<file path="src/sv/sfr_pkg.sv">
`timescale 1ns / 1ps

package sfr_pkg;

	// Fixed field widths
	localparam int unsigned BYTE_W  = 8;
	localparam int unsigned LEN_W   = 7;
	localparam int unsigned PARAM_W = 6;
	localparam int unsigned TRL_W   = 2;

	// Trailer: CRC low, CRC high, end code
	localparam int unsigned TRAILER_BYTES = 3;

	// Configuration port
	localparam int unsigned CFG_IDX_W  = 2;
	localparam int unsigned CFG_DATA_W = 8;
	localparam logic [CFG_IDX_W-1:0] REG_HEAD_CODE = 2'd0;
	localparam logic [CFG_IDX_W-1:0] REG_MAX_PARAM = 2'd1;
	localparam logic [PARAM_W-1:0]   MAX_PARAM_RESET = 6'd55;

	// Receive phase
	typedef enum logic [1:0] {
		PH_IDLE,
		PH_HEADER,
		PH_PARAM,
		PH_TRAILER
	} phase_t;

	// Readout sequencer
	typedef enum logic [1:0] {
		DS_IDLE,
		DS_READ,
		DS_LOAD
	} dump_st_t;

	// Request from the receive side to read a finished frame out
	typedef struct packed {
		logic             start;
		logic [LEN_W-1:0] count;
	} dump_req_t;

endpackage

</file>
<file path="src/sv/sfr_in_if.sv">
`timescale 1ns / 1ps

interface sfr_in_if
	import sfr_pkg::*;
();
	logic              valid;
	logic              ready;
	logic [BYTE_W-1:0] rx_byte;

	modport source (output valid, output rx_byte, input ready);
	modport sink (input valid, input rx_byte, output ready);
endinterface

</file>
<file path="src/sv/sfr_out_if.sv">
`timescale 1ns / 1ps

interface sfr_out_if
	import sfr_pkg::*;
();
	logic              valid;
	logic              ready;
	logic [BYTE_W-1:0] frame_byte;
	logic [LEN_W-1:0]  frame_length;
	logic              frame_last;

	modport source (output valid, output frame_byte, output frame_length, output frame_last,
		input ready);
	modport sink (input valid, input frame_byte, input frame_length, input frame_last,
		output ready);
endinterface

</file>
<file path="src/sv/sfr_ram.sv">
`timescale 1ns / 1ps

module sfr_ram #(
	parameter int unsigned WIDTH = 8,
	parameter int unsigned DEPTH = 64
) (
	input  logic                     clk,
	input  logic                     we,
	input  logic [$clog2(DEPTH)-1:0] waddr,
	input  logic [WIDTH-1:0]         wdata,
	input  logic                     re,
	input  logic [$clog2(DEPTH)-1:0] raddr,
	output logic [WIDTH-1:0]         rdata
);

	logic [WIDTH-1:0] mem [DEPTH];
	logic [WIDTH-1:0] rdata_q;

	// One write port, one registered read port
	always_ff @(posedge clk) begin
		if (we) begin
			mem[waddr] <= wdata;
		end
		if (re) begin
			rdata_q <= mem[raddr];
		end
	end

	assign rdata = rdata_q;

endmodule

</file>
<file path="src/sv/sfr_rx.sv">
`timescale 1ns / 1ps

module sfr_rx
	import sfr_pkg::*;
#(
	parameter int unsigned FRAME_DEPTH  = 64,
	parameter int unsigned LENGTH_INDEX = 5
) (
	input  logic                             clk,
	input  logic                             arst_n,
	sfr_in_if.sink                           in_ch,
	input  logic [BYTE_W-1:0]                head_code,
	input  logic [PARAM_W-1:0]               max_param_bytes,
	input  logic                             busy,
	output logic                             wr_en,
	output logic [$clog2(FRAME_DEPTH)-1:0]   wr_addr,
	output logic [BYTE_W-1:0]                wr_data,
	output dump_req_t                        dump_req
);

	localparam int unsigned AW = $clog2(FRAME_DEPTH);
	localparam int unsigned CW = $clog2(FRAME_DEPTH + 1);

	phase_t             phase_q, phase_d;
	logic [CW-1:0]      stored_q, stored_d;
	logic [PARAM_W-1:0] param_q, param_d;
	logic [TRL_W-1:0]   trail_q, trail_d;
	logic [PARAM_W-1:0] len_q, len_d;

	logic               accept;
	logic               full;
	logic [CW-1:0]      stored_inc;
	logic [PARAM_W-1:0] param_inc;
	logic [TRL_W-1:0]   trail_inc;
	logic [BYTE_W-1:0]  b;

	// No new byte while a frame is being read out of the store
	assign in_ch.ready = !busy;
	assign accept      = in_ch.valid && in_ch.ready;
	assign b           = in_ch.rx_byte;
	assign full        = stored_q >= CW'(FRAME_DEPTH);
	assign stored_inc  = stored_q + CW'(1);
	assign param_inc   = param_q + PARAM_W'(1);
	assign trail_inc   = trail_q + TRL_W'(1);

	// State registers
	always_ff @(posedge clk or negedge arst_n) begin
		if (!arst_n) begin
			phase_q  <= PH_IDLE;
			stored_q <= '0;
			param_q  <= '0;
			trail_q  <= '0;
			len_q    <= '0;
		end else begin
			phase_q  <= phase_d;
			stored_q <= stored_d;
			param_q  <= param_d;
			trail_q  <= trail_d;
			len_q    <= len_d;
		end
	end

	// Frame parser: next state and store writes
	always_comb begin
		phase_d  = phase_q;
		stored_d = stored_q;
		param_d  = param_q;
		trail_d  = trail_q;
		len_d    = len_q;
		wr_en    = 1'b0;
		wr_addr  = stored_q[AW-1:0];
		wr_data  = b;
		dump_req = '0;
		if (accept) begin
			unique case (phase_q)
				PH_IDLE: begin
					if (b == head_code) begin
						wr_en    = 1'b1;
						wr_addr  = '0;
						stored_d = CW'(1);
						param_d  = '0;
						trail_d  = '0;
						phase_d  = PH_HEADER;
					end
				end
				PH_HEADER: begin
					if (b == head_code && stored_q == CW'(1)) begin
						// repeated head byte in second position: skipped
					end else if (full) begin
						phase_d = PH_IDLE;
						param_d = '0;
						trail_d = '0;
					end else begin
						wr_en    = 1'b1;
						stored_d = stored_inc;
						if (stored_q == CW'(LENGTH_INDEX)) begin
							len_d = b[PARAM_W-1:0];
							if (b > {{(BYTE_W-PARAM_W){1'b0}}, max_param_bytes}) begin
								phase_d = PH_IDLE;
								param_d = '0;
								trail_d = '0;
							end else if (b != '0) begin
								phase_d = PH_PARAM;
							end else begin
								phase_d = PH_TRAILER;
							end
						end
					end
				end
				PH_PARAM: begin
					if (full) begin
						phase_d = PH_IDLE;
						param_d = '0;
						trail_d = '0;
					end else begin
						wr_en    = 1'b1;
						stored_d = stored_inc;
						if (param_inc > max_param_bytes) begin
							phase_d = PH_IDLE;
							param_d = '0;
							trail_d = '0;
						end else if (param_inc >= len_q) begin
							phase_d = PH_TRAILER;
							param_d = '0;
						end else begin
							param_d = param_inc;
						end
					end
				end
				PH_TRAILER: begin
					if (full) begin
						phase_d = PH_IDLE;
						param_d = '0;
						trail_d = '0;
					end else begin
						wr_en    = 1'b1;
						stored_d = stored_inc;
						if (trail_inc >= TRL_W'(TRAILER_BYTES)) begin
							// frame complete: hand it to the readout
							dump_req.start = 1'b1;
							dump_req.count = LEN_W'(stored_inc);
							phase_d        = PH_IDLE;
							param_d        = '0;
							trail_d        = '0;
						end else begin
							trail_d = trail_inc;
						end
					end
				end
				default: begin
					phase_d = PH_IDLE;
				end
			endcase
		end
	end

	// Checks
	a_start_from_trailer: assert property (@(posedge clk) disable iff (!arst_n)
		dump_req.start |-> (phase_q == PH_TRAILER && accept))
		else $error("readout started outside trailer phase");

	a_count_bounded: assert property (@(posedge clk) disable iff (!arst_n)
		stored_q <= CW'(FRAME_DEPTH))
		else $error("stored byte count beyond store depth");

	a_no_write_in_readout: assert property (@(posedge clk) disable iff (!arst_n)
		wr_en |-> !busy)
		else $error("store written during readout");

endmodule

</file>
<file path="src/sv/sfr_dump.sv">
`timescale 1ns / 1ps

module sfr_dump
	import sfr_pkg::*;
#(
	parameter int unsigned FRAME_DEPTH = 64
) (
	input  logic                           clk,
	input  logic                           arst_n,
	input  dump_req_t                      dump_req,
	output logic                           busy,
	output logic                           rd_en,
	output logic [$clog2(FRAME_DEPTH)-1:0] rd_addr,
	input  logic [BYTE_W-1:0]              rd_data,
	sfr_out_if.source                      out_ch
);

	localparam int unsigned AW = $clog2(FRAME_DEPTH);

	dump_st_t          dstate_q, dstate_d;
	logic [AW-1:0]     idx_q, idx_d;
	logic [LEN_W-1:0]  cnt_q, cnt_d;
	logic              is_last;
	logic              load;

	logic              out_vld_q;
	logic [BYTE_W-1:0] out_byte_q;
	logic [LEN_W-1:0]  out_len_q;
	logic              out_last_q;

	assign busy    = dstate_q != DS_IDLE;
	assign rd_addr = idx_q;
	assign is_last = (LEN_W'(idx_q) + LEN_W'(1)) == cnt_q;

	// Sequencer registers
	always_ff @(posedge clk or negedge arst_n) begin
		if (!arst_n) begin
			dstate_q <= DS_IDLE;
			idx_q    <= '0;
			cnt_q    <= '0;
		end else begin
			dstate_q <= dstate_d;
			idx_q    <= idx_d;
			cnt_q    <= cnt_d;
		end
	end

	// Read one byte, load it, repeat until the last one
	always_comb begin
		dstate_d = dstate_q;
		idx_d    = idx_q;
		cnt_d    = cnt_q;
		rd_en    = 1'b0;
		load     = 1'b0;
		unique case (dstate_q)
			DS_IDLE: begin
				if (dump_req.start) begin
					idx_d    = '0;
					cnt_d    = dump_req.count;
					dstate_d = DS_READ;
				end
			end
			DS_READ: begin
				// issue only when the output register is free next cycle
				if (!out_vld_q || out_ch.ready) begin
					rd_en    = 1'b1;
					dstate_d = DS_LOAD;
				end
			end
			DS_LOAD: begin
				load = 1'b1;
				if (is_last) begin
					dstate_d = DS_IDLE;
				end else begin
					idx_d    = idx_q + AW'(1);
					dstate_d = DS_READ;
				end
			end
			default: begin
				dstate_d = DS_IDLE;
			end
		endcase
	end

	// Output register
	always_ff @(posedge clk or negedge arst_n) begin
		if (!arst_n) begin
			out_vld_q <= 1'b0;
		end else if (load) begin
			out_vld_q <= 1'b1;
		end else if (out_ch.ready) begin
			out_vld_q <= 1'b0;
		end
	end

	always_ff @(posedge clk) begin
		if (load) begin
			out_byte_q <= rd_data;
			out_len_q  <= cnt_q;
			out_last_q <= is_last;
		end
	end

	assign out_ch.valid        = out_vld_q;
	assign out_ch.frame_byte   = out_byte_q;
	assign out_ch.frame_length = out_len_q;
	assign out_ch.frame_last   = out_last_q;

	// Checks
	a_load_into_empty: assert property (@(posedge clk) disable iff (!arst_n)
		dstate_q == DS_LOAD |-> !out_vld_q)
		else $error("output register overwritten before transaction");

	a_load_after_read: assert property (@(posedge clk) disable iff (!arst_n)
		dstate_q == DS_LOAD |-> $past(rd_en))
		else $error("load without a preceding store read");

	a_start_when_idle: assert property (@(posedge clk) disable iff (!arst_n)
		dump_req.start |-> dstate_q == DS_IDLE)
		else $error("new frame while readout in progress");

endmodule

</file>
<file path="src/sv/serial_frame_receiver.sv">
`timescale 1ns / 1ps

// Serial frame receiver.
// in_ch carries received UART bytes, one per transaction. The block hunts for
// the head byte, gathers header, parameter and trailer bytes into a frame
// store, and drops frames whose length byte exceeds max_param_bytes.
// When the last trailer byte is taken, the whole frame is played out on
// out_ch, one byte per transaction, each tagged with the frame length and a
// last flag on the final byte.
// Throughput: one input byte per cycle while receiving. A completed frame is
// read out one byte at a time through the single read port (store read,
// then output load); in_ch.ready is low for that time. A stall on out_ch
// holds the output register and pauses the store reads. Configuration
// (cfg_we/cfg_index/cfg_wdata) is written by the user only while idle; the
// block itself does not enforce this. Reset: back to hunting for the head
// byte, head_code = 0, max_param_bytes = 55; the frame store is not cleared
// and needs no sweep.
module serial_frame_receiver
	import sfr_pkg::*;
#(
	parameter int unsigned FRAME_DEPTH  = 64,
	parameter int unsigned LENGTH_INDEX = 5
) (
	input  logic                  clk,
	input  logic                  arst_n,
	sfr_in_if.sink                in_ch,
	sfr_out_if.source             out_ch,
	input  logic                  cfg_we,
	input  logic [CFG_IDX_W-1:0]  cfg_index,
	input  logic [CFG_DATA_W-1:0] cfg_wdata
);

	localparam int unsigned AW = $clog2(FRAME_DEPTH);

	logic [BYTE_W-1:0]  head_code_q;
	logic [PARAM_W-1:0] max_param_q;

	logic               busy;
	dump_req_t          dump_req;
	logic               wr_en;
	logic [AW-1:0]      wr_addr;
	logic [BYTE_W-1:0]  wr_data;
	logic               rd_en;
	logic [AW-1:0]      rd_addr;
	logic [BYTE_W-1:0]  rd_data;

	// Configuration registers
	always_ff @(posedge clk or negedge arst_n) begin
		if (!arst_n) begin
			head_code_q <= '0;
			max_param_q <= MAX_PARAM_RESET;
		end else if (cfg_we) begin
			if (cfg_index == REG_HEAD_CODE) begin
				head_code_q <= cfg_wdata[BYTE_W-1:0];
			end
			if (cfg_index == REG_MAX_PARAM) begin
				max_param_q <= cfg_wdata[PARAM_W-1:0];
			end
		end
	end

	// Frame parser
	sfr_rx #(
		.FRAME_DEPTH  (FRAME_DEPTH),
		.LENGTH_INDEX (LENGTH_INDEX)
	) u_rx (
		.clk             (clk),
		.arst_n          (arst_n),
		.in_ch           (in_ch),
		.head_code       (head_code_q),
		.max_param_bytes (max_param_q),
		.busy            (busy),
		.wr_en           (wr_en),
		.wr_addr         (wr_addr),
		.wr_data         (wr_data),
		.dump_req        (dump_req)
	);

	// Frame store
	sfr_ram #(
		.WIDTH (BYTE_W),
		.DEPTH (FRAME_DEPTH)
	) u_store (
		.clk   (clk),
		.we    (wr_en),
		.waddr (wr_addr),
		.wdata (wr_data),
		.re    (rd_en),
		.raddr (rd_addr),
		.rdata (rd_data)
	);

	// Frame readout
	sfr_dump #(
		.FRAME_DEPTH (FRAME_DEPTH)
	) u_dump (
		.clk      (clk),
		.arst_n   (arst_n),
		.dump_req (dump_req),
		.busy     (busy),
		.rd_en    (rd_en),
		.rd_addr  (rd_addr),
		.rd_data  (rd_data),
		.out_ch   (out_ch)
	);

endmodule
</file>
<file path="src/flat_wrapper.sv">
// flat-port wrapper written by rule: the top's interface ports become plain ports
module serial_frame_receiver_flat import sfr_pkg::*;
#(
	parameter int unsigned FRAME_DEPTH  = 64,
	parameter int unsigned LENGTH_INDEX = 5
)
  (clk, arst_n, cfg_we, cfg_index, cfg_wdata, in_ch_valid, in_ch_rx_byte, in_ch_ready, out_ch_valid, out_ch_frame_byte, out_ch_frame_length, out_ch_frame_last, out_ch_ready);
  sfr_in_if in_ch_i ();
  sfr_out_if out_ch_i ();
  input  logic clk;
  input  logic arst_n;
  input  logic cfg_we;
  input  logic [CFG_IDX_W-1:0] cfg_index;
  input  logic [CFG_DATA_W-1:0] cfg_wdata;
  input wire logic [$bits(in_ch_i.valid)-1:0] in_ch_valid;
  input wire logic [$bits(in_ch_i.rx_byte)-1:0] in_ch_rx_byte;
  output wire logic [$bits(in_ch_i.ready)-1:0] in_ch_ready;
  output wire logic [$bits(out_ch_i.valid)-1:0] out_ch_valid;
  output wire logic [$bits(out_ch_i.frame_byte)-1:0] out_ch_frame_byte;
  output wire logic [$bits(out_ch_i.frame_length)-1:0] out_ch_frame_length;
  output wire logic [$bits(out_ch_i.frame_last)-1:0] out_ch_frame_last;
  input wire logic [$bits(out_ch_i.ready)-1:0] out_ch_ready;
  assign in_ch_i.valid = in_ch_valid;
  assign in_ch_i.rx_byte = in_ch_rx_byte;
  assign in_ch_ready = in_ch_i.ready;
  assign out_ch_valid = out_ch_i.valid;
  assign out_ch_frame_byte = out_ch_i.frame_byte;
  assign out_ch_frame_length = out_ch_i.frame_length;
  assign out_ch_frame_last = out_ch_i.frame_last;
  assign out_ch_i.ready = out_ch_ready;
  serial_frame_receiver #(.FRAME_DEPTH(FRAME_DEPTH), .LENGTH_INDEX(LENGTH_INDEX)) u_core (.clk(clk), .arst_n(arst_n), .in_ch(in_ch_i), .out_ch(out_ch_i), .cfg_we(cfg_we), .cfg_index(cfg_index), .cfg_wdata(cfg_wdata));
endmodule
</file>
<file path="config.mk">
export PLATFORM = sky130hd
export DESIGN_NAME = serial_frame_receiver_flat
export DESIGN_NICKNAME = d
export VERILOG_FILES = /design/src/sv/sfr_pkg.sv /design/src/sv/sfr_in_if.sv /design/src/sv/sfr_out_if.sv /design/src/sv/sfr_ram.sv /design/src/sv/sfr_rx.sv /design/src/sv/sfr_dump.sv /design/src/sv/serial_frame_receiver.sv /design/src/flat_wrapper.sv
export SDC_FILE = /design/constraint.sdc
export NUM_CORES = 1
export LEC_CHECK = 0
export BUFFER_PORTS_ARGS = -buffer_cell sky130_fd_sc_hd__buf_2
export CAP_MARGIN = 30
export CORE_MARGIN = 4
export CORE_UTILIZATION = 35
export CTS_BUF_LIST = sky130_fd_sc_hd__clkbuf_16
export CTS_CLUSTER_DIAMETER = 80
export DETAILED_ROUTE_END_ITERATION = 12
export GPL_ROUTABILITY_DRIVEN = 0
export SYNTH_ARGS = -nofsm -noshare
export SYNTH_HDL_FRONTEND = slang
export SYNTH_HIERARCHICAL = 1
export SYNTH_SLANG_ARGS = --single-unit
export TNS_END_PERCENT = 30
</file>
<file path="constraint.sdc">
create_clock -name clk -period 3.11 [get_ports clk]
set_clock_uncertainty 0.05 [all_clocks]
set_input_delay 0.311 -clock clk [delete_from_list [all_inputs] [get_ports clk]]
set_output_delay 0.311 -clock clk [all_outputs]
set_load 0.01 [all_outputs]
</file>
==> impl_metrics.env, run 1 <==
export IMPL_rsz0062_at_grt="false"
export IMPL_finalCriticalPeriod_ns=2.97
export IMPL_cp_startpoint="u_core/head_code_q[2]"
export IMPL_ir_drop_v=0.000445
export IMPL_drive_gt1_share_pct=30.7
export IMPL_antenna_found_initial=0
export IMPL_clock_sinks=589
export IMPL_syn_cell_area_um2=24200
export IMPL_synthesis_nets=1342
export IMPL_whs_ns=0.0388
export IMPL_worstSkewPairLatency_ns=0.59
export IMPL_status="complete, no violations"
export IMPL_grt_pass1_vias=13120
export IMPL_power_density_nw_per_um2=806
export IMPL_vias=12612
export IMPL_h_tree_depth=2
export IMPL_endpoint_kind="flip-flop"
export IMPL_finalWirelength_um=55100
export IMPL_worstPathRequired_ns=3.36
export IMPL_reg2reg_depth=8
export IMPL_top_level_ports=41
export IMPL_drt_first_pass_iters=5
export IMPL_initial_core_util_pct=35.3
export IMPL_drv_cap=0
export IMPL_max_freq_mhz=337
export IMPL_design_area_um2=28100
export IMPL_yosys_warnings=6
export IMPL_synth_cell_types=71
export IMPL_grt_max_degree=68
export IMPL_clock_path_buffers=3
export IMPL_overflow=0
export IMPL_rrSetupSlack_ns=0.14
export IMPL_drt_iter0_drc=1145
export IMPL_r2r_start="u_core/head_code_q[2]"
export IMPL_grt_pass1_wl_um=83800
export IMPL_die_area_um2=73400
export IMPL_area_delta_synth_final_pct=16.2
export IMPL_min_path_type="input pin to asynchronous set/reset pin"
export IMPL_setup_worst_path_class="flip-flop to flip-flop"
export IMPL_numPortBuffers=40
export IMPL_fill_cells=6061
export IMPL_die_h_um=271
export IMPL_cts_buffers=53
export IMPL_rows=96
export IMPL_utilization_pct=41.0
export IMPL_fin_tns_setup_ns=0
export IMPL_dp_hpwl_um=35000
export IMPL_drv_slew=0
export IMPL_critical_path_max_fanout=8
export IMPL_syn_area_per_cell_um2=18.7
export IMPL_core_um2=68600
export IMPL_cts_clk_slew_worst_paths_ns=0.06
export IMPL_drcViolationCount=0
export IMPL_grt_usage_pct=15.0
export IMPL_crit_path_end="u_core/u_store/mem[19][7]"
export IMPL_hold_viol_final=0
export IMPL_ys_seq_elements=589
export IMPL_netlist_instances=1296
export IMPL_crit_arrival_ns=3.21
export IMPL_clockRootBuffer="clkbuf_16"
export IMPL_ys_seq_area_share_pct=72.1
export IMPL_antenna_left=0
export IMPL_fp_dieW_um=271
export IMPL_worst_pin_slew_ns=0.867
export IMPL_num_antenna_cells=0
export IMPL_slew_limit_headroom_pct=42.2
export IMPL_post_dp_cell_area_um2=26300
export IMPL_async_reset_ff_share_pct=9.00
export IMPL_vias_per_cell=5.15
export IMPL_wire_per_inst_um=22.5
export IMPL_finalNetCount=1519
export IMPL_total_power_mw=22.7
export IMPL_power_leakage_nw=9.41
export IMPL_setup_violations=0
export IMPL_cts_tree="built"
export IMPL_synth_edf_count=536
export IMPL_synth_ff_type="edfxtp_1"
export IMPL_post_cts_setup_buffer_count=0
export IMPL_startpoint_type="flip-flop"
export IMPL_r2r_end="u_core/u_store/mem[19][7]"
export IMPL_timing_final_crit_share_pct=95.3
[metal layers]
layer	part of all wire [%]	vias to the layer above	wire, um	global-route usage [%]
met5	0	-	0	0
met4	2.7	0	1500	4.46
met3	5.2	90	2870	2.06
met2	49	371	27000	25.0
met1	43	6586	23700	20.7
li1	-	5565	-	-
[through the flow]
stage,worst slack [ns],std cells
CTS,0.0910,2447
global placement,0.146,2339
global route,0.0137,2447
floorplan,0.104,1296
detailed placement,0.0794,2340
finish,0.145,2447
[synth_stat cells (4+ instances only)]
cell	n	area, um2
nor2_1	97	364
mux2i_1	27	270
a21oi_1	14	70.1
nor3b_1	4	30.0
o21ai_0	19	95.1
nand2_1	37	139
a211oi_1	6	45.0
o221ai_1	8	70.1
buf_4	21	158
nor2b_1	17	106
a21o_1	4	30.0
dfstp_2	5	131
xor2_1	7	61.3
edfxtp_1	536	16100
or2_2	4	25.0
nand3b_1	9	67.6
inv_1	22	82.6
nand3_1	26	130
o2111ai_1	4	35.0
and2_1	9	56.3
dfrtp_1	48	1200
nor4_1	4	25.0
xnor2_1	15	131
nor3_1	15	75.1
o21a_1	4	30.0
clkbuf_1	24	90.1
ha_1	23	288
nand2b_1	11	68.8
buf_2	9	45.0
buf_6	7	78.8
mux4_2	126	2840
nand4_1	9	56.3
o22ai_1	9	56.3
a31oi_1	8	50.1
a221oi_1	6	52.6
mux2_2	42	473
[final cells by class]
class / count / area (um2) / area share [%]
clock buffers: 55 / 1380 / 4.90
clock inverters: 43 / 293 / 1.04
inverters: 22 / 82.6 / 0.294
multi-input cells: 619 / 6290 / 22.4
flip-flops and latches: 589 / 17400 / 62.1
well taps: 931 / 1160 / 4.15
repair buffers: 188 / 1450 / 5.15
[worst max-delay path: stages (launching register included)]
cell     delay (ns)
dfrtp_1        0.40
xnor2_1        0.18
nand4_1        0.11
nor2_1         0.24
nand3_1        0.28
and2_1         0.34
or3b_2         0.65
nor2_1         0.24
buf_4          0.20
[state kept, by name, indices dropped and copies added (netlist names)]
| signal | flops |
|---|---|
| u_core/u_dump/out_ch.valid | 1 |
| u_core/u_store/rdata | 8 |
| u_core/u_dump/cnt_q | 7 |
| u_core/max_param_q | 6 |
| u_core/u_dump/out_ch.frame_byte | 8 |
| u_core/u_rx/param_q | 6 |
| u_core/u_dump/dstate_q | 2 |
| u_core/u_dump/out_ch.frame_length | 7 |
| u_core/u_dump/out_ch.frame_last | 1 |
| u_core/u_rx/len_q | 6 |
| u_core/u_rx/trail_q | 2 |
| u_core/u_rx/stored_q | 7 |
| u_core/u_dump/rd_addr | 6 |
| u_core/u_rx/phase_q | 2 |
| u_core/head_code_q | 8 |
| u_core/u_store/mem | 512 |
[power breakdown]
group	leakage, nW	switching (mW)	internal (mW)
clock	0.855	2.80	3.46
sequential	5.49	0.424	9.17
combinational	3.06	3.67	3.13
total	9.41	6.90	15.8
[cells in the final DEF, fill, tap and decap left out, types with 14 or more instances in the layout]
cell / instances
ha_1: 23
a21oi_1: 14
edfxtp_1: 536
xnor2_1: 14
nor2b_1: 16
buf_2: 40
nor2_1: 96
mux2i_1: 27
mux2_2: 42
nand2_1: 36
clkbuf_16: 55
inv_1: 31
nand3_1: 26
dfrtp_1: 44
mux4_2: 126
nor3_1: 15
o21ai_0: 19
buf_4: 130
[cell families (layout without fill, tap and decap cells)]
family	after synthesis	after routing	synth area share, %
compound gates	118	118	3.58
xor+xnor	22	22	0.797
fa+ha+maj	23	23	1.19
buf+inv	88	308	2.01
flops	589	589	72.1
mux	195	195	14.8
simple gates	261	261	5.55
[how the worst min path moves through the flow]
stage / from / end / cells past startpoint
2_1_floorplan: arst_n / u_core/head_code_q[0] / 0
3_3_place_gp: u_core/u_store/rdata[5] / u_core/u_dump/out_ch.frame_byte[5] / 0
3_5_place_dp: arst_n / u_core/head_code_q[6] / 1
4_1_cts: arst_n / u_core/head_code_q[6] / 2
5_1_grt: arst_n / u_core/u_rx/param_q[5] / 2
6_report: arst_n / u_core/head_code_q[6] / 2
[repair_timing]
action / CTS / global route
endpoints found under the setup margin: 0 / 191
hold endpoints to repair: 67 / 0
hold buffers: 9 / 0
resized for setup: 0 / 6
Note: power is estimated with default switching activity, not from simulation.
==> inputs of run 2 (changes only) <==
==> constraint.sdc (replaced) <==
create_clock -name clk -period 2.4 [get_ports clk]
set_clock_uncertainty 0.05 [all_clocks]
set_input_delay 0.24 -clock clk [delete_from_list [all_inputs] [get_ports clk]]
set_output_delay 0.24 -clock clk [all_outputs]
set_load 0.01 [all_outputs]
==> run 2 against run 1 <==
- largest power group unchanged
- fmax increased by 15%
- global-route usage increased by 0.81 points
- the flow now finishes with violations (negative setup slack)
- largest cell class unchanged
- count of clock-buffer cells in the layout increased by 4
- clock power increased by 50%
- cell count increased by 4.0%
- sequential share of layout area decreased by 5.4 points
- wire length increased by 6.6%
- non-clock buffer count increased by 85
- highest routed layer unchanged
- utilization increased by 3.9 points
- combinational power increased by 70%
- final area increased by 9.6%
- via count increased by 3.6%
- critical path type unchanged
==> impl_metrics.env, run 2 (synthesis gave the netlist of run 1 again) <==
export IMPL_status="finished, violations left"
export IMPL_violations="negative setup slack"
export IMPL_endpoint_kind="flip-flop"
export IMPL_area_delta_synth_final_pct=27.3
export IMPL_drv_slew=0
export IMPL_final_cell_mix="edfxtp_1 (536), buf_4 (137), mux4_2 (126)"
export IMPL_power_leakage_nw=10.3
export IMPL_cpPeakStageDelay_ns=0.40
export IMPL_min_path_type="input pin to asynchronous set/reset pin"
export IMPL_crit_buf_inv=3
export IMPL_cts_tree="built"
export IMPL_rows=96
export IMPL_final_common_cell="edfxtp_1"
export IMPL_fp_dieW_um=271
export IMPL_highest_signal_layer="met4"
export IMPL_die_h_um=271
export IMPL_fin_ws_ns=-0.181
export IMPL_grt_max_degree=68
export IMPL_drcViolationCount=0
export IMPL_power_density_nw_per_um2=1080
export IMPL_post_dp_cell_area_um2=27600
export IMPL_cts_buffers=58
export IMPL_overflow=0
export IMPL_wire_per_inst_um=23.1
export IMPL_crit_arrival_ns=2.81
export IMPL_grt_usage_pct=15.8
export IMPL_max_freq_mhz=387
export IMPL_startpoint_type="flip-flop"
export IMPL_worstPathRequired_ns=2.63
export IMPL_slew_limit_headroom_pct=42.1
export IMPL_drive_gt1_share_pct=43.2
export IMPL_antenna_found_initial=0
export IMPL_drv_cap=0
export IMPL_initial_core_util_pct=35.3
export IMPL_clockRootBuffer="clkbuf_16"
export IMPL_numPortBuffers=40
export IMPL_hold_viol_final=0
export IMPL_instances_no_fill=2544
export IMPL_critical_path_max_fanout=8
export IMPL_drt_first_pass_iters=4
export IMPL_timing_final_crit_share_pct=108
export IMPL_grt_pass1_vias=13492
export IMPL_cts_clk_slew_worst_paths_ns=0.06
export IMPL_clock_sinks=589
export IMPL_finalCriticalPeriod_ns=2.58
export IMPL_rsz0062_at_grt="true"
export IMPL_vias=13070
export IMPL_worst_path_max_delay_cell="dfrtp_1"
export IMPL_ir_drop_v=0.000563
export IMPL_cp_top_family="simple AND/OR/NAND/NOR gates"
export IMPL_setup_violations=485
export IMPL_setup_worst_path_class="flip-flop to flip-flop"
export IMPL_die_area_um2=73400
export IMPL_finalWirelength_um=58700
export IMPL_grt_pass1_wl_um=87500
export IMPL_largest_reg_flops=512
export IMPL_worst_pin_slew_ns=0.868
export IMPL_wl_met3_um=2970
export IMPL_core_um2=68600
export IMPL_drt_iter0_drc=1100
export IMPL_dp_hpwl_um=37000
export IMPL_worstSkewPairLatency_ns=0.62
export IMPL_finalNetCount=1609
export IMPL_cp_common_cell="nor2_4"
export IMPL_route_met2_wl_um=29100
export IMPL_worstPathCellList="xnor2_1 -> nand4_1 -> nor2_4 -> buf_6 -> a311o_1 -> and2_4 -> inv_4 -> nor2b_4 -> nand3_4 -> buf_12 -> nor2_4"
export IMPL_wl_met1_um=25300
export IMPL_vias_per_cell=5.14
export IMPL_placed_cells=2397
export IMPL_max_flop_register="u_core/u_store/mem"
export IMPL_antenna_left=0
export IMPL_clock_path_buffers=3
export IMPL_top_level_ports=41
export IMPL_h_tree_depth=2
export IMPL_design_area_um2=30800
run 2: changes by cell type in the layout (fill, tap and decap cells not counted), sizes merged, moves of 4 or more:
cell | before | now
buf | 179 | 260
inv | 34 | 26
bufinv | 3 | 10
clkinv | 23 | 29
clkbuf | 55 | 59
dlygate4sd3 | 9 | 13
run 2: layer usage:
metal / GRT usage (%) / vias up
li1: - / 5787
met3: 2.80 / 86
met5: 0 / -
met2: 26.4 / 314
met4: 4.25 / 0
met1: 21.6 / 6883
run 2: final timing paths:
check                                      start                   endpoint  slack, ns  cells past startpoint
max                        u_core/head_code_q[5]  u_core/u_store/mem[30][2]      -0.18                     11
max in group asynchronous                 arst_n      u_core/max_param_q[0]       1.58                      3
max reg2reg                u_core/head_code_q[5]  u_core/u_store/mem[30][2]      -0.18                     11
min reg2reg                 u_core/u_rx/len_q[0]       u_core/u_rx/len_q[0]       0.44                      2
min                                       arst_n     u_core/u_rx/trail_q[0]       0.05                      2
min in group clk                     in_ch_valid    u_core/u_rx/stored_q[0]       0.19                      5
run 2: area by class of cell:
cell class / instances / area, um2
multi-input cells: 619 / 7330
diodes: 1 / 2.50
flip-flops and latches: 589 / 17400
well taps: 931 / 1160
clock buffers: 59 / 1480
inverters: 22 / 85.1
repair buffers: 273 / 2750
clock inverters: 50 / 528
fillers: 5828 / 37800
run 2: timing repair:
action	4_1_cts	5_1_grt
endpoints found under the hold margin	64	0
setup endpoints to repair	538	531
resized for setup	82	77
buffers inserted	15	10
cloned	2	0
hold buffers	13	0
pin swaps	50	52
run 2: per-stage QoR:
step / hold slack [ns] / worst slack [ns] / power, mW / TNS (ns) / util (%)
floorplan: -0.106 / -0.421 / 18.8 / -136.28 / -
global placement: 0.144 / -0.340 / 22.8 / -131.72 / 40.2
detailed placement: 0.148 / -0.364 / 22.9 / -136.69 / 40.2
CTS: 0.0250 / -0.210 / 33.2 / -54.79 / 44.1
global route: 0.0610 / -0.285 / 34.6 / -93.58 / 44.9
finish: 0.0549 / -0.181 / 33.2 / -49.23 / 44.9
run 2: worst reg2reg max path: stages (launching register included):
cell and delay [ns]:
dfrtp_1 0.40, xnor2_1 0.13, nand4_1 0.17, nor2_4 0.07, buf_6 0.13, a311o_1 0.29
and2_4 0.16, inv_4 0.06, nor2b_4 0.23, nand3_4 0.15, buf_12 0.17, nor2_4 0.24
run 2: power by group:
group | total, mW | leakage, nW | switching (mW) | internal, mW
Combinational | 11.6 | 3.80 | 5.98 | 5.58
Sequential | 12.2 | 5.49 | 0.341 | 11.9
Clock | 9.42 | 0.979 | 3.87 | 5.55
Total | 33.2 | 10.3 | 10.2 | 23.0
==> inputs of run 3 (changes only) <==
--- a/config.mk
+++ b/config.mk
@@ -13,6 +13,7 @@
 export CTS_CLUSTER_DIAMETER = 80
 export DETAILED_ROUTE_END_ITERATION = 12
 export GPL_ROUTABILITY_DRIVEN = 0
+export MAX_ROUTING_LAYER = met4
 export SYNTH_ARGS = -nofsm -noshare
 export SYNTH_HDL_FRONTEND = slang
 export SYNTH_HIERARCHICAL = 1
==> run 3 against run 2 <==
- the run still ends with negative setup slack left
- highest routed layer unchanged
- non-clock buffer count unchanged
- worst setup slack got worse by 0.0061 ns
- wire length decreased by 0.13%
- final area about the same
- sequential power about the same
- sequential cell count unchanged
- combinational power about the same
==> impl_metrics.env, run 3 (synthesis gave the netlist of run 1 again) <==
export IMPL_finalNetCount=1609
export IMPL_core_um2=68600
export IMPL_largest_reg_flops=512
export IMPL_final_cell_mix="edfxtp_1 (536), buf_4 (136), mux4_2 (126)"
export IMPL_total_power_mw=33.2
export IMPL_timing_final_crit_share_pct=108
export IMPL_rsz0062_at_grt="true"
export IMPL_cpPeakStageDelay_ns=0.40
export IMPL_grt_pass1_wl_um=87500
export IMPL_cts_clk_slew_worst_paths_ns=0.06
export IMPL_cp_top_family="simple AND/OR/NAND/NOR gates"
export IMPL_numPortBuffers=40
export IMPL_fin_ws_ns=-0.187
export IMPL_post_dp_cell_area_um2=27600
export IMPL_crit_arrival_ns=2.82
export IMPL_cts_buffers=58
export IMPL_max_freq_mhz=387
export IMPL_design_area_um2=30800
export IMPL_area_delta_synth_final_pct=27.4
export IMPL_cts_tree="built"
export IMPL_clock_sinks=589
export IMPL_die_area_um2=73400
export IMPL_grt_pass1_vias=13478
export IMPL_ir_drop_v=0.000561
export IMPL_rows=96
export IMPL_final_common_cell="edfxtp_1"
export IMPL_worst_pin_slew_ns=0.859
export IMPL_grt_usage_pct=16.3
export IMPL_antenna_found_initial=0
export IMPL_worst_path_max_delay_cell="dfrtp_1"
export IMPL_fill_cells=5825
export IMPL_clockRootBuffer="clkbuf_16"
export IMPL_initial_core_util_pct=35.3
export IMPL_drt_iter0_drc=1112
export IMPL_max_flop_register="u_core/u_store/mem"
export IMPL_drv_slew=0
export IMPL_finalWirelength_um=58600
export IMPL_overflow=0
export IMPL_drive_gt1_share_pct=43.4
export IMPL_vias=13173
export IMPL_h_tree_depth=2
export IMPL_worstPathCellList="xnor2_1 -> nand4_1 -> nor2_4 -> buf_6 -> a311o_1 -> and2_4 -> inv_4 -> buf_4 -> buf_4 -> nand3_2 -> buf_12 -> nor2_4"
export IMPL_worstPathRequired_ns=2.63
export IMPL_startpoint_type="flip-flop"
export IMPL_violations="negative setup slack"
export IMPL_whs_ns=0.0584
export IMPL_grt_max_degree=68
export IMPL_finalCriticalPeriod_ns=2.59
export IMPL_setup_violations=485
export IMPL_worstSkewPairLatency_ns=0.62
export IMPL_antenna_left=0
export IMPL_drv_cap=0
export IMPL_status="finished, violations left"
export IMPL_crit_buf_inv=5
export IMPL_wire_per_inst_um=23.1
export IMPL_hold_viol_final=0
export IMPL_dp_hpwl_um=37000
export IMPL_vias_per_cell=5.18
export IMPL_power_density_nw_per_um2=1080
export IMPL_num_antenna_cells=0
export IMPL_clock_path_buffers=3
export IMPL_fp_dieW_um=271
export IMPL_instances_no_fill=2543
export IMPL_drt_first_pass_iters=5
export IMPL_die_h_um=271
export IMPL_setup_worst_path_class="flip-flop to flip-flop"
export IMPL_placed_cells=2397
export IMPL_power_leakage_nw=10.3
export IMPL_critical_path_max_fanout=8
export IMPL_top_level_ports=41
export IMPL_min_path_type="input pin to asynchronous set/reset pin"
export IMPL_slew_limit_headroom_pct=42.7
export IMPL_endpoint_kind="flip-flop"
export IMPL_drcViolationCount=0
## run 3: cell types whose count changed in the layout (fill, tap and decap cells not counted), sizes merged
cell   delta
diode     -1
## run 3: where the power goes
| group | switching (mW) | internal, mW |
|---|---|---|
| logic | 6.01 | 5.59 |
| registers | 0.346 | 11.9 |
| clock network | 3.86 | 5.55 |
## run 3: path summary, 6_finish.rpt
check,endpoint,cells past startpoint,slack [ns],from
min,u_core/u_rx/trail_q[0],2,0.06,arst_n
min in group clk,u_core/u_rx/stored_q[0],5,0.13,in_ch_valid
min reg2reg,u_core/u_rx/len_q[0],2,0.44,u_core/u_rx/len_q[0]
max reg2reg,u_core/u_store/mem[17][7],12,-0.19,u_core/head_code_q[5]
max in group asynchronous,u_core/max_param_q[4],3,1.58,arst_n
max,u_core/u_store/mem[17][7],12,-0.19,u_core/head_code_q[5]
## run 3: stage by stage
stage          utilization [%]  setup WS [ns]  setup TNS [ns]
2_1_floorplan                -         -0.421         -136.28
5_1_grt                   44.9         -0.272          -88.26
4_1_cts                   44.1         -0.210          -54.79
3_3_place_gp              40.2         -0.340         -131.72
6_report                  44.9         -0.187          -47.79
3_5_place_dp              40.2         -0.364         -136.69
## run 3: area by class of cell
cell class | count | area, um2 | share of cell area [%]
Clock buffer | 59 | 1480 | 4.79
Clock inverter | 50 | 528 | 1.71
Inverter | 22 | 85.1 | 0.276
Multi-Input combinational cell | 619 | 7340 | 23.8
Sequential cell | 589 | 17400 | 56.6
Tap cell | 931 | 1160 | 3.78
Timing Repair Buffer | 273 | 2770 | 8.98
## run 3: layer usage
layer	part of all wire, %	GRT usage (%)
met5	0	-
met1	42	21.5
met4	2.5	4.25
met3	5.5	2.80
met2	50	26.4
## run 3: timing repair
action	CTS	global route
hold buffers	13	0
buffers inserted	15	10
pin swaps	50	53
endpoints found under the setup margin	538	531
endpoints found under the hold margin	64	0
resized for setup	82	80
cloned	2	0
